<file path="src/design/ffa_pkg.sv">
`timescale 1ns / 1ps
// ffa_pkg: command and status codes, header constants and the statistics
// event type shared by the first-fit allocator modules. No dependencies.
package ffa_pkg;

    // header size in bytes and the alignment mask
    localparam int unsigned HDR_BYTES  = 16;
    localparam logic [31:0] ALIGN_MASK = 32'd15;
    // largest request that can still be rounded up within 32 bits
    localparam logic [31:0] MAX_REQ    = 32'hFFFF_FFF0;
    // width of a rounded request counted in headers
    localparam int unsigned NEED_W     = 28;

    // commands
    localparam logic [1:0] CMD_ALLOC   = 2'd0;
    localparam logic [1:0] CMD_RELEASE = 2'd1;
    localparam logic [1:0] CMD_RESET   = 2'd2;

    // result status codes
    localparam logic [2:0] ST_ALLOC_OK  = 3'd0;
    localparam logic [2:0] ST_NO_FIT    = 3'd1;
    localparam logic [2:0] ST_TOO_LARGE = 3'd2;
    localparam logic [2:0] ST_FREED     = 3'd3;
    localparam logic [2:0] ST_IGNORED   = 3'd4;
    localparam logic [2:0] ST_UNMATCHED = 3'd5;
    localparam logic [2:0] ST_RESET     = 3'd6;

    // one update for the statistics counters
    typedef struct packed {
        logic        clear;
        logic        grant;
        logic        fail;
        logic        release_seen;
        logic        reject;
        logic [31:0] size;
    } t_stat_ev;

endpackage

</file>
<file path="src/design/ffa_stats.sv">
`timescale 1ns / 1ps
// ffa_stats: grant, release and reject counters, the largest granted size and
// the size of the last failed request of the allocator. Depends on ffa_pkg.
module ffa_stats (
    input  logic              i_clk,
    input  logic              i_rst_n,
    input  ffa_pkg::t_stat_ev i_ev,
    output logic [31:0]       o_grants,
    output logic [31:0]       o_largest,
    output logic [31:0]       o_failed,
    output logic [31:0]       o_releases,
    output logic [31:0]       o_rejected
);
    import ffa_pkg::*;

    logic [31:0] r_grants, r_largest, r_failed, r_releases, r_rejected;

    // counter updates, cleared by reset or by the arena reset command
    always_ff @(posedge i_clk) begin
        if (!i_rst_n || i_ev.clear) begin
            r_grants   <= '0;
            r_largest  <= '0;
            r_failed   <= '0;
            r_releases <= '0;
            r_rejected <= '0;
        end else begin
            if (i_ev.grant) begin
                r_grants <= r_grants + 32'd1;
                if (i_ev.size > r_largest) begin
                    r_largest <= i_ev.size;
                end
            end
            if (i_ev.fail) begin
                r_failed <= i_ev.size;
            end
            if (i_ev.release_seen) begin
                r_releases <= r_releases + 32'd1;
            end
            if (i_ev.reject) begin
                r_rejected <= r_rejected + 32'd1;
            end
        end
    end

    assign o_grants   = r_grants;
    assign o_largest  = r_largest;
    assign o_failed   = r_failed;
    assign o_releases = r_releases;
    assign o_rejected = r_rejected;
endmodule

</file>
<file path="config.mk">
export PLATFORM = sky130hd
export DESIGN_NAME = ffa_stats
export DESIGN_NICKNAME = d
export VERILOG_FILES = /design/src/design/ffa_pkg.sv /design/src/design/ffa_stats.sv
export SDC_FILE = /design/constraint.sdc
export NUM_CORES = 1
export LEC_CHECK = 0
export BUFFER_PORTS_ARGS = -buffer_cell sky130_fd_sc_hd__buf_2
export CORE_MARGIN = 5
export CORE_UTILIZATION = 50
export DETAILED_ROUTE_END_ITERATION = 8
export PLACE_DENSITY = 0.85
export SETUP_SLACK_MARGIN = 0.4
export SYNTH_ARGS = -nofsm -noshare
export SYNTH_HDL_FRONTEND = slang
export SYNTH_SLANG_ARGS = --single-unit
</file>
<file path="constraint.sdc">
create_clock -name i_clk -period 3.6 [get_ports i_clk]
set_clock_uncertainty 0.15 [all_clocks]
set_input_delay 1.08 -clock i_clk [delete_from_list [all_inputs] [get_ports i_clk]]
set_output_delay 1.08 -clock i_clk [all_outputs]
set_load 0.01 [all_outputs]
</file>
Yosys cells after proc, flatten, opt, wreduce, memory -nomap -nowiden
Index checks and enable logic that the tools add are counted.

operators by class
  order comparisons = 1
  reductions and logical operators = 3
  add/subtract/negate cells = 3

operators with widths
  operator                                       count
  adder 32 x 1 -> 32 bit, second input constant  3
  > comparator 32 bit                            1
  AND reduction 2 bit                            1
  zero test 1 bit                                1
  logical OR 1 bit                               1

storage, ports and cells
  register bits after elaboration = 160
  input port bits = 39
  output and inout bits = 160
  word-level logic and storage cells = 12

Depth between registers and ports, before layout
Gate-level depths: netlist of run 1.

  depth after elaboration = 2
  mapped depth = 9

Worst setup path before layout of run 1
OpenSTA, ideal clock, no wires.

  path type = input to register
  from = input i_ev[11] (netlist bit)
  to = register r_largest[10] (netlist: o_largest[10])
  data required time = 3.378 ns
  setup time = 0.072 ns
  stages = 8
  arrival time = 2.933 ns
  path slack = 0.445 ns
  path buffers = 1
  cell sequence = ha_1 -> a21oi_1 -> o21ai_1 -> a221o_2 -> a211o_2 -> a41oi_4 -> buf_8 -> mux2i_1

between the ends
  cells in the longest elaborated chain, start to end = 2

RTL lines
  what                           RTL line         source
  start: declaration             ffa_stats.sv:7   input ffa_pkg::t_stat_ev i_ev,
  > comparator 32 bit            ffa_stats.sv:29  if (i_ev.size > r_largest) begin
  AND reduction 2 bit (no line)  -
  end signal: assignment         ffa_stats.sv:30  r_largest <= i_ev.size;
  end: declaration               ffa_stats.sv:16  logic [31:0] r_grants, r_largest, r_failed, r_releases, r_rejected;

No other way between the ends.
A chain may end at the register's enable or synchronous reset.

Worst setup path after layout of run 1
  from = input i_ev[14] (netlist bit)
  to = register r_largest[24] (netlist: o_largest[24])

Same word-level chain as after synthesis.

==> results.sh, run 1 <==
export IMPL_status="completed"
export IMPL_rsz0062_at_grt="no"
export IMPL_pwr_share_clk=0.485
export IMPL_start_util=0.508
export IMPL_track_usage=0.204
export IMPL_startpoint_type="primary input"
export IMPL_cts_root_buf="clkbuf_16"
export IMPL_worstPathArrival_ns=3.21
export IMPL_die_y_um=131
export IMPL_tritoncts="built"
export IMPL_p_switching_w=0.000918
export IMPL_path_class="in2reg"
export IMPL_rows=44
export IMPL_fp_dieArea_sq_um=17200
export IMPL_crit_start="i_ev[14]"
export IMPL_clock_latency_ns=0.42
export IMPL_path_cells="buf_2, ha_1, nand4_1, or4_4, o21ai_1, a31oi_1, a41oi_4, buf_4, mux2i_1"
export IMPL_totalPowerFinal_w=0.00409
export IMPL_hold_path_depth=2
export IMPL_path_clk_slew_ns=0.07
export IMPL_wl_um=18100
export IMPL_vdd_drop_max_v=0.000314
export IMPL_path_buf_inv=2
export IMPL_grt_max_degree=67
export IMPL_pwr_share_seq=0.444
export IMPL_hold_viol_final=0
export IMPL_antenna_found_initial=0
export IMPL_post_place_ws_ns=0.193
export IMPL_cts_resized_gates=0
export IMPL_port_buffers=198
export IMPL_syn_inst=824
export IMPL_post_route_period_util=0.843
export IMPL_p_int_w=0.00317
export IMPL_r2r_end="o_largest[24]$_SDFFE_PP0P_"
export IMPL_drtAntennaViolNets=0
export IMPL_multi_input_area_sq_um=3820
export IMPL_grt_pass1_vias=6203
export IMPL_slew_headroom=0.344
export IMPL_reg2reg_depth=9
export IMPL_ys_seq_elements=160
export IMPL_ys_top_cells_by_count="dfxtp_1 (160), nor2_1 (114), nand2_1 (106), mux2i_1 (67), xor2_1 (57)"
export IMPL_drv_slew=0
export IMPL_die_w_um=131
export IMPL_synth_edff_count=0
export IMPL_critPathSlowestCell="or4_4"
export IMPL_p_comb_frac=0.071
export IMPL_setup_viol=0
export IMPL_grt_first_pass_wirelength_um=30100
export IMPL_cts_hold_buf=0
export IMPL_synth_area_leader_cell="dfxtp_1"
export IMPL_syn_avg_cell_area_sq_um=8.93
export IMPL_synth_cell_type_count=45
export IMPL_first_pass_iters=4
export IMPL_post_cts_buffers=0
export IMPL_synthArstFlopShare=0
export IMPL_dp_hpwl_um=13100
export IMPL_setup_slack_ns=0.566
export IMPL_period_needed_ns=3.03
export IMPL_first_iter_violations=275
export IMPL_nNetsFinal=1094
export IMPL_syn_area_sq_um=7360
export IMPL_power_density_nw_per_um2=447
export IMPL_crit_fanout=8
export IMPL_seq_area_frac_synth=0.435
export IMPL_max_freq_ghz=0.330
export IMPL_dpl_cell_count=1185
export IMPL_place_gp_congestion=0.829
export IMPL_swShare=0.225
export IMPL_yosysWarnings=0
export IMPL_cp_top_family="simple AND/OR/NAND/NOR gates"
export IMPL_p_leak_nw=4.12
export IMPL_clock_sinks=160
export IMPL_nFillCells=1168
export IMPL_maxCapViolations=0
export IMPL_tns_ns=0
export IMPL_synth_flop_cell="dfxtp_1"
export IMPL_drive_gt1_frac=0.245
export IMPL_gr_total_overflow=0
export IMPL_io_pins=199
export IMPL_ff_latch_area_sq_um=3200
export IMPL_timing_rr_start="o_largest[14]$_SDFFE_PP0P_"
export IMPL_drc=0
export IMPL_cp_required_ns=3.78
export IMPL_cts_htree_levels=4
export IMPL_fin_util=0.632
export IMPL_diodes=0
export IMPL_cts_path_max_buffers=2
export IMPL_synth_most_common_cell="dfxtp_1"
export IMPL_wire_per_inst_um=14.9
export IMPL_yosysTopAreaCellShare=0.435
export IMPL_syn_nets=898
export IMPL_coreArea_sq_um=14500
export IMPL_worstSetupEndpointType="flip-flop"
export IMPL_synth_top_cells_by_area="dfxtp_1 (44%), mux2i_1 (9.1%), xor2_1 (6.8%)"
export IMPL_area_growth_pct=24.3
export IMPL_min_to="o_largest[15]$_SDFFE_PP0P_"
export IMPL_vias=6492
export IMPL_r2r_slack_ns=0.95
export IMPL_worst_hold_path_type="reg2reg"
export IMPL_cpPeakStageDelay_ns=0.56
export IMPL_cts_inserted_buffers=17
export IMPL_finalNonFillerCells=1217
export IMPL_min_from="o_largest[15]$_SDFFE_PP0P_"
export IMPL_worst_pin_slew_ns=0.984
export IMPL_viasPerCell=5.33
[layout make-up]
cell class                 instances  share of cell area
tap                              184              0.0252
multi-input combinational        593               0.418
clock inverter                    13              0.0227
inverter                          41              0.0168
timing repair buffer             207               0.118
sequential                       160               0.350
clock buffer                      19              0.0484
[kinds of logic (layout without fill, tap and decap cells)]
logic type	after synthesis	after routing	share of synthesized area
and+or+nand+nor	355	355	0.230
xor gates and xnor gates	73	73	0.0869
adders and majority gates	35	35	0.0595
AOI/OAI and AO/OA	63	63	0.0505
muxes	67	67	0.0911
DFF	160	160	0.435
buffers and inverters	71	280	0.0473
[worst max path at each step]
stage	endpoint	slack [ns]	cells after the start
2_1_floorplan	o_largest[10]$_SDFFE_PP0P_	0.45	8
3_3_place_gp	o_largest[6]$_SDFFE_PP0P_	0.25	9
3_5_place_dp	o_largest[17]$_SDFFE_PP0P_	0.19	9
4_1_cts	o_largest[24]$_SDFFE_PP0P_	0.59	9
5_1_grt	o_largest[24]$_SDFFE_PP0P_	0.44	9
6_report	o_largest[24]$_SDFFE_PP0P_	0.57	9
[sequential cells by signal, indices dropped and copies added (netlist names)]
name	cells
o_releases	32
o_grants	32
o_rejected	32
o_failed	32
o_largest	32
[metrics by stage]
step | hold WS [ns] | instance area, sq um
6_report | 0.330 | 9150
5_1_grt | 0.355 | 9150
4_1_cts | 0.333 | 9150
3_5_place_dp | 0.324 | 8500
3_3_place_gp | 0.307 | 8500
2_1_floorplan | 0.344 | 7360
[per-layer routing]
| layer | wire length, um | track usage |
|---|---|---|
| met1 | 7920 | 0.251 |
| met2 | 8560 | 0.341 |
| met3 | 1240 | 0.0654 |
| met4 | 380 | 0.0651 |
| met5 | 0 | 0 |
[tightest hold or removal path: cells and delay by family (launching register included)]
family        cells  cell delay (ns)
flops             1             0.32
mux               1             0.05
simple gates      1             0.06
[cells in the final DEF, fill, tap and decap left out, drive strengths merged]
cell      instances
a31oi             1
or3              23
nor2b             4
nor4b             1
nand2           106
dfxtp           160
nand4            25
clkinvlp          1
a211o             1
or3b              1
nor4              4
nor3b             1
and4             10
nor3              6
ha               35
xor2             57
xnor2            16
a2111oi           1
nand3            39
o21ai            24
a22oi             1
mux2i            67
a221o             1
a21oi            30
or4               2
clkbuf           19
clkinv            5
nand2b            2
buf             207
a41oi             3
nor2            114
inv              43
o211ai            1
and3             17
bufinv            5
[power groups by stage]
stage / Combinational, W / Clock [W] / Sequential (W)
after floorplan: 0.000177 / 0 / 0.00186
after detailed placement: 0.000287 / 0 / 0.00185
after global routing: 0.000320 / 0.00210 / 0.00182
after CTS: 0.000291 / 0.00202 / 0.00181
after global placement: 0.000279 / 0 / 0.00185
final: 0.000289 / 0.00198 / 0.00182
Note: power is estimated with default switching activity, not from simulation.
==> run 2, diff against run 1 <==
clock period = 2.8 ns   (was 3.6 ns; I/O delays follow)
==> results.sh, run 2 (synthesized netlist as in run 1, its figures left out) <==
export IMPL_hold_viol_final=0
export IMPL_max_freq_ghz=0.354
export IMPL_viasPerCell=5.38
export IMPL_power_density_nw_per_um2=532
export IMPL_wl_um=20800
export IMPL_grt_first_pass_wirelength_um=33100
export IMPL_crit_fanout=6
export IMPL_vdd_drop_max_v=0.000562
export IMPL_maxCapViolations=0
export IMPL_drtAntennaViolNets=0
export IMPL_track_usage=0.229
export IMPL_post_place_ws_ns=-0.338
export IMPL_wire_per_inst_um=16.4
export IMPL_period_needed_ns=2.82
export IMPL_cts_root_buf="clkbuf_16"
export IMPL_start_util=0.508
export IMPL_cts_htree_levels=4
export IMPL_clock_sinks=160
export IMPL_drc=0
export IMPL_layout_commonest_cell="buf_2"
export IMPL_area_growth_pct=37.2
export IMPL_worstSetupEndpointType="flip-flop"
export IMPL_totalPowerFinal_w=0.00538
export IMPL_dp_hpwl_um=13800
export IMPL_drv_slew=0
export IMPL_grt_max_degree=67
export IMPL_rows=44
export IMPL_tritoncts="built"
export IMPL_first_iter_violations=339
export IMPL_diodes=0
export IMPL_die_w_um=131
export IMPL_port_buffers=198
export IMPL_path_clk_slew_ns=0.06
export IMPL_die_y_um=131
export IMPL_status="complete, but fails checks"
export IMPL_rsz0062_at_grt="yes"
export IMPL_nFillCells=1038
export IMPL_layout_common_cells="buf_2 (188), dfxtp_1 (159), nor2_1 (114)"
export IMPL_clock_latency_ns=0.42
export IMPL_worst_pin_slew_ns=0.492
export IMPL_coreArea_sq_um=14500
export IMPL_slew_headroom=0.669
export IMPL_setup_viol=2
export IMPL_dpl_cell_count=1225
export IMPL_gr_total_overflow=0
export IMPL_worst_hold_path_type="reg2reg"
export IMPL_cp_required_ns=2.99
export IMPL_fin_util=0.698
export IMPL_first_pass_iters=5
export IMPL_setup_slack_ns=-0.0232
export IMPL_io_pins=199
export IMPL_startpoint_type="primary input"
export IMPL_worstPathArrival_ns=3.01
export IMPL_place_gp_congestion=0.864
export IMPL_post_route_period_util=1.01
export IMPL_nNetsFinal=1151
export IMPL_finalNonFillerCells=1273
export IMPL_antenna_found_initial=0
export IMPL_grt_pass1_vias=6648
export IMPL_violations="negative setup slack"
export IMPL_cts_path_max_buffers=2
export IMPL_vias=6843
export IMPL_p_leak_nw=4.47
export IMPL_cts_inserted_buffers=17
export IMPL_drive_gt1_frac=0.316
export IMPL_fp_dieArea_sq_um=17200
export IMPL_path_class="in2reg"
## run 2: critical path, stage by stage
cell and delay (ns):
buf_8 0.10, ha_4 0.25, nand4_1 0.17, or4_4 0.60, o21ai_4 0.19, a31oi_4 0.05
a41oi_4 0.27, buf_6 0.17, clkbuf_16 0.15, mux2i_1 0.21
## run 2: metrics by stage
stage	hold slack [ns]	TNS (ns)	area, sq um
after floorplan	0.344	-0.818	7560
after global placement	0.307	-7.51	9020
after detailed placement	0.317	-9.50	9020
after CTS	0.325	0	10000
after global routing	0.353	-0.791	10100
final	0.326	-0.0331	10100
## run 2: cell type report
class	instances	area [sq um]	share of cell area
clock buffer	22	484	0.0479
clock inverter	9	154	0.0152
inverter	41	154	0.0152
multi-input combinational	593	4180	0.414
sequential	160	3200	0.317
tap	184	230	0.0228
timing repair buffer	264	1700	0.168
## run 2: path summary, 6_finish.rpt
check	start	endpoint	slack, ns	cells after the start
setup reg to reg	o_largest[15]$_SDFFE_PP0P_	o_largest[10]$_SDFFE_PP0P_	0.04	10
hold reg to reg	o_largest[30]$_SDFFE_PP0P_	o_largest[30]$_SDFFE_PP0P_	0.33	2
hold / removal	o_largest[30]$_SDFFE_PP0P_	o_largest[30]$_SDFFE_PP0P_	0.33	2
setup / recovery	i_ev[7]	o_largest[10]$_SDFFE_PP0P_	-0.02	10
## run 2: routing by layer
metal  wire length, um  part of all wire  up-vias  track usage
li1                  -                 -     3313            -
met1              8580              0.41     3221        0.269
met2             10200              0.49      268        0.397
met3              1540             0.074       41       0.0696
met4               474             0.023        0       0.0794
met5                 0                 0        -            0
## run 2: power breakdown
group / total (W) / internal [W] / leakage (nW) / switching, W
Combinational: 0.000551 / 0.000274 / 2.87 / 0.000278
Clock: 0.00249 / 0.00158 / 0.309 / 0.000907
Sequential: 0.00233 / 0.00231 / 1.29 / 0.0000249
## run 2: repair_timing
item	CTS	global route
endpoints found under the setup margin	32	32
gates cloned	2	2
hold buffers	0	0
gates resized for setup	39	9
pin swaps	10	4
setup buffers	11	2
hold endpoints to repair	0	0
==> run 3, diff against run 2 <==
SETUP_SLACK_MARGIN = unset   (was 0.4)
==> results.sh, run 3 (synthesized netlist as in run 1, its figures left out) <==
export IMPL_status="complete, but fails checks"
export IMPL_violations="negative setup slack"
export IMPL_wl_um=18600
export IMPL_p_switching_w=0.00117
export IMPL_rsz0062_at_grt="yes"
export IMPL_cp_top_family="simple AND/OR/NAND/NOR gates"
export IMPL_drtAntennaViolNets=0
export IMPL_multi_input_area_sq_um=4020
export IMPL_min_to="o_releases[30]$_SDFFE_PP0P_"
export IMPL_die_y_um=131
export IMPL_slew_headroom=0.661
export IMPL_nNetsFinal=1142
export IMPL_coreArea_sq_um=14500
export IMPL_path_buf_inv=3
export IMPL_path_class="in2reg"
export IMPL_grt_max_degree=67
export IMPL_vias=6568
export IMPL_post_route_period_util=1.01
export IMPL_ff_latch_area_sq_um=3200
export IMPL_viasPerCell=5.20
export IMPL_critPathSlowestCell="or4_4"
export IMPL_dp_hpwl_um=13600
export IMPL_hold_viol_final=0
export IMPL_vdd_drop_max_v=0.000387
export IMPL_cts_htree_levels=4
export IMPL_max_freq_ghz=0.355
export IMPL_worst_pin_slew_ns=0.495
export IMPL_post_place_ws_ns=-0.383
export IMPL_reg2reg_depth=10
export IMPL_fin_util=0.669
export IMPL_setup_slack_ns=-0.0174
export IMPL_grt_first_pass_wirelength_um=30400
export IMPL_rows=44
export IMPL_worst_hold_path_type="reg2reg"
export IMPL_cts_root_buf="clkbuf_16"
export IMPL_cp_required_ns=2.98
export IMPL_clock_sinks=160
export IMPL_antenna_found_initial=0
export IMPL_pwr_share_seq=0.457
export IMPL_path_cells="buf_2, ha_1, nand4_1, or4_4, o21ai_2, a31oi_1, a41oi_4, buf_12, buf_6, mux2i_1"
export IMPL_worstSetupEndpointType="flip-flop"
export IMPL_drv_slew=0
export IMPL_place_gp_congestion=0.838
export IMPL_cts_hold_buf=0
export IMPL_p_leak_nw=4.35
export IMPL_power_density_nw_per_um2=528
export IMPL_p_int_w=0.00394
export IMPL_path_clk_slew_ns=0.06
export IMPL_first_iter_violations=246
export IMPL_nFillCells=1110
export IMPL_crit_fanout=5
export IMPL_gr_total_overflow=0
export IMPL_fp_dieArea_sq_um=17200
export IMPL_period_needed_ns=2.82
export IMPL_setup_viol=11
export IMPL_pwr_share_clk=0.453
export IMPL_clock_latency_ns=0.41
export IMPL_start_util=0.508
export IMPL_drive_gt1_frac=0.292
export IMPL_port_buffers=198
export IMPL_tritoncts="built"
export IMPL_tns_ns=-0.0901
export IMPL_finalNonFillerCells=1263
export IMPL_startpoint_type="primary input"
export IMPL_layout_commonest_cell="buf_2"
export IMPL_min_from="o_releases[30]$_SDFFE_PP0P_"
export IMPL_worstPathArrival_ns=3.00
export IMPL_wire_per_inst_um=14.7
export IMPL_area_growth_pct=31.5
export IMPL_die_w_um=131
export IMPL_cts_path_max_buffers=2
export IMPL_crit_start="i_ev[4]"
export IMPL_timing_rr_start="o_largest[5]$_SDFFE_PP0P_"
export IMPL_swShare=0.228
export IMPL_io_pins=199
export IMPL_first_pass_iters=5
export IMPL_drc=0
export IMPL_p_comb_frac=0.090
export IMPL_cpPeakStageDelay_ns=0.61
export IMPL_maxCapViolations=0
export IMPL_cts_inserted_buffers=17
export IMPL_hold_path_depth=2
export IMPL_dpl_cell_count=1230
export IMPL_r2r_slack_ns=0.10
export IMPL_diodes=0
export IMPL_track_usage=0.207
export IMPL_layout_common_cells="buf_2 (198), dfxtp_1 (160), nor2_1 (114)"
export IMPL_grt_pass1_vias=6247
export IMPL_r2r_end="o_largest[18]$_SDFFE_PP0P_"
==> run 3: cell types whose count changed in the layout (fill, tap and decap cells not counted), moves of 3 or more <==
cell	before	now
buf_6	12	1
buf_2	188	198
ha_1	12	20
ha_4	23	15
buf_4	54	50
clkbuf_8	4	1
==> run 3: power by group through the flow <==
stage / Clock [W] / Sequential (W) / Combinational [W]
2_1_floorplan: 0 / 0.00240 / 0.000241
3_3_place_gp: 0 / 0.00238 / 0.000425
3_5_place_dp: 0 / 0.00238 / 0.000437
4_1_cts: 0.00237 / 0.00233 / 0.000444
5_1_grt: 0.00247 / 0.00234 / 0.000506
6_report: 0.00232 / 0.00233 / 0.000459
==> run 3: worst max-delay path by stage <==
stage                                 end  slack, ns  cells after the start
6_report       o_largest[18]$_SDFFE_PP0P_      -0.02                     10
3_3_place_gp   o_largest[22]$_SDFFE_PP0P_      -0.27                      9
4_1_cts         o_largest[5]$_SDFFE_PP0P_       0.02                      9
3_5_place_dp   o_largest[26]$_SDFFE_PP0P_      -0.38                      9
2_1_floorplan  o_largest[10]$_SDFFE_PP0P_      -0.03                      8
5_1_grt        o_largest[10]$_SDFFE_PP0P_      -0.03                     10
==> run 3: layer usage <==
layer | share of wire | vias up | track usage
met5 | 0 | - | 0
met4 | 0.016 | 0 | 0.0680
met3 | 0.073 | 21 | 0.0623
met2 | 0.48 | 208 | 0.345
met1 | 0.43 | 3050 | 0.257
li1 | - | 3289 | -
==> run 3: layout make-up <==
class,count,area share
clock inverter,10,0.0142
tap,184,0.0238
inverter,41,0.0159
clock buffer,20,0.0461
sequential,160,0.331
multi-input combinational,593,0.415
timing repair buffer,255,0.154
==> run 3: timing repair <==
item,in CTS,in global routing
resized for setup,1,3
setup buffers,0,1
gates cloned,0,2
endpoints found under the setup margin,1,22
==> run 3: worst register-to-register path, stage by stage (launching register included) <==
cell and delay (ns):
dfxtp_1 0.37, inv_1 0.08, ha_4 0.27, nand4_1 0.20
or4_4 0.61, o21ai_2 0.13, a31oi_1 0.07, a41oi_4 0.22
buf_12 0.15, buf_6 0.13, mux2i_1 0.22
==> run 3: per-stage QoR <==
stage	area (sq um)	hold slack [ns]	total power [W]
6_report	9680	0.328	0.00511
3_5_place_dp	9030	0.318	0.00282
3_3_place_gp	9030	0.308	0.00281
2_1_floorplan	7550	0.344	0.00264
5_1_grt	9680	0.341	0.00531
4_1_cts	9620	0.327	0.00514
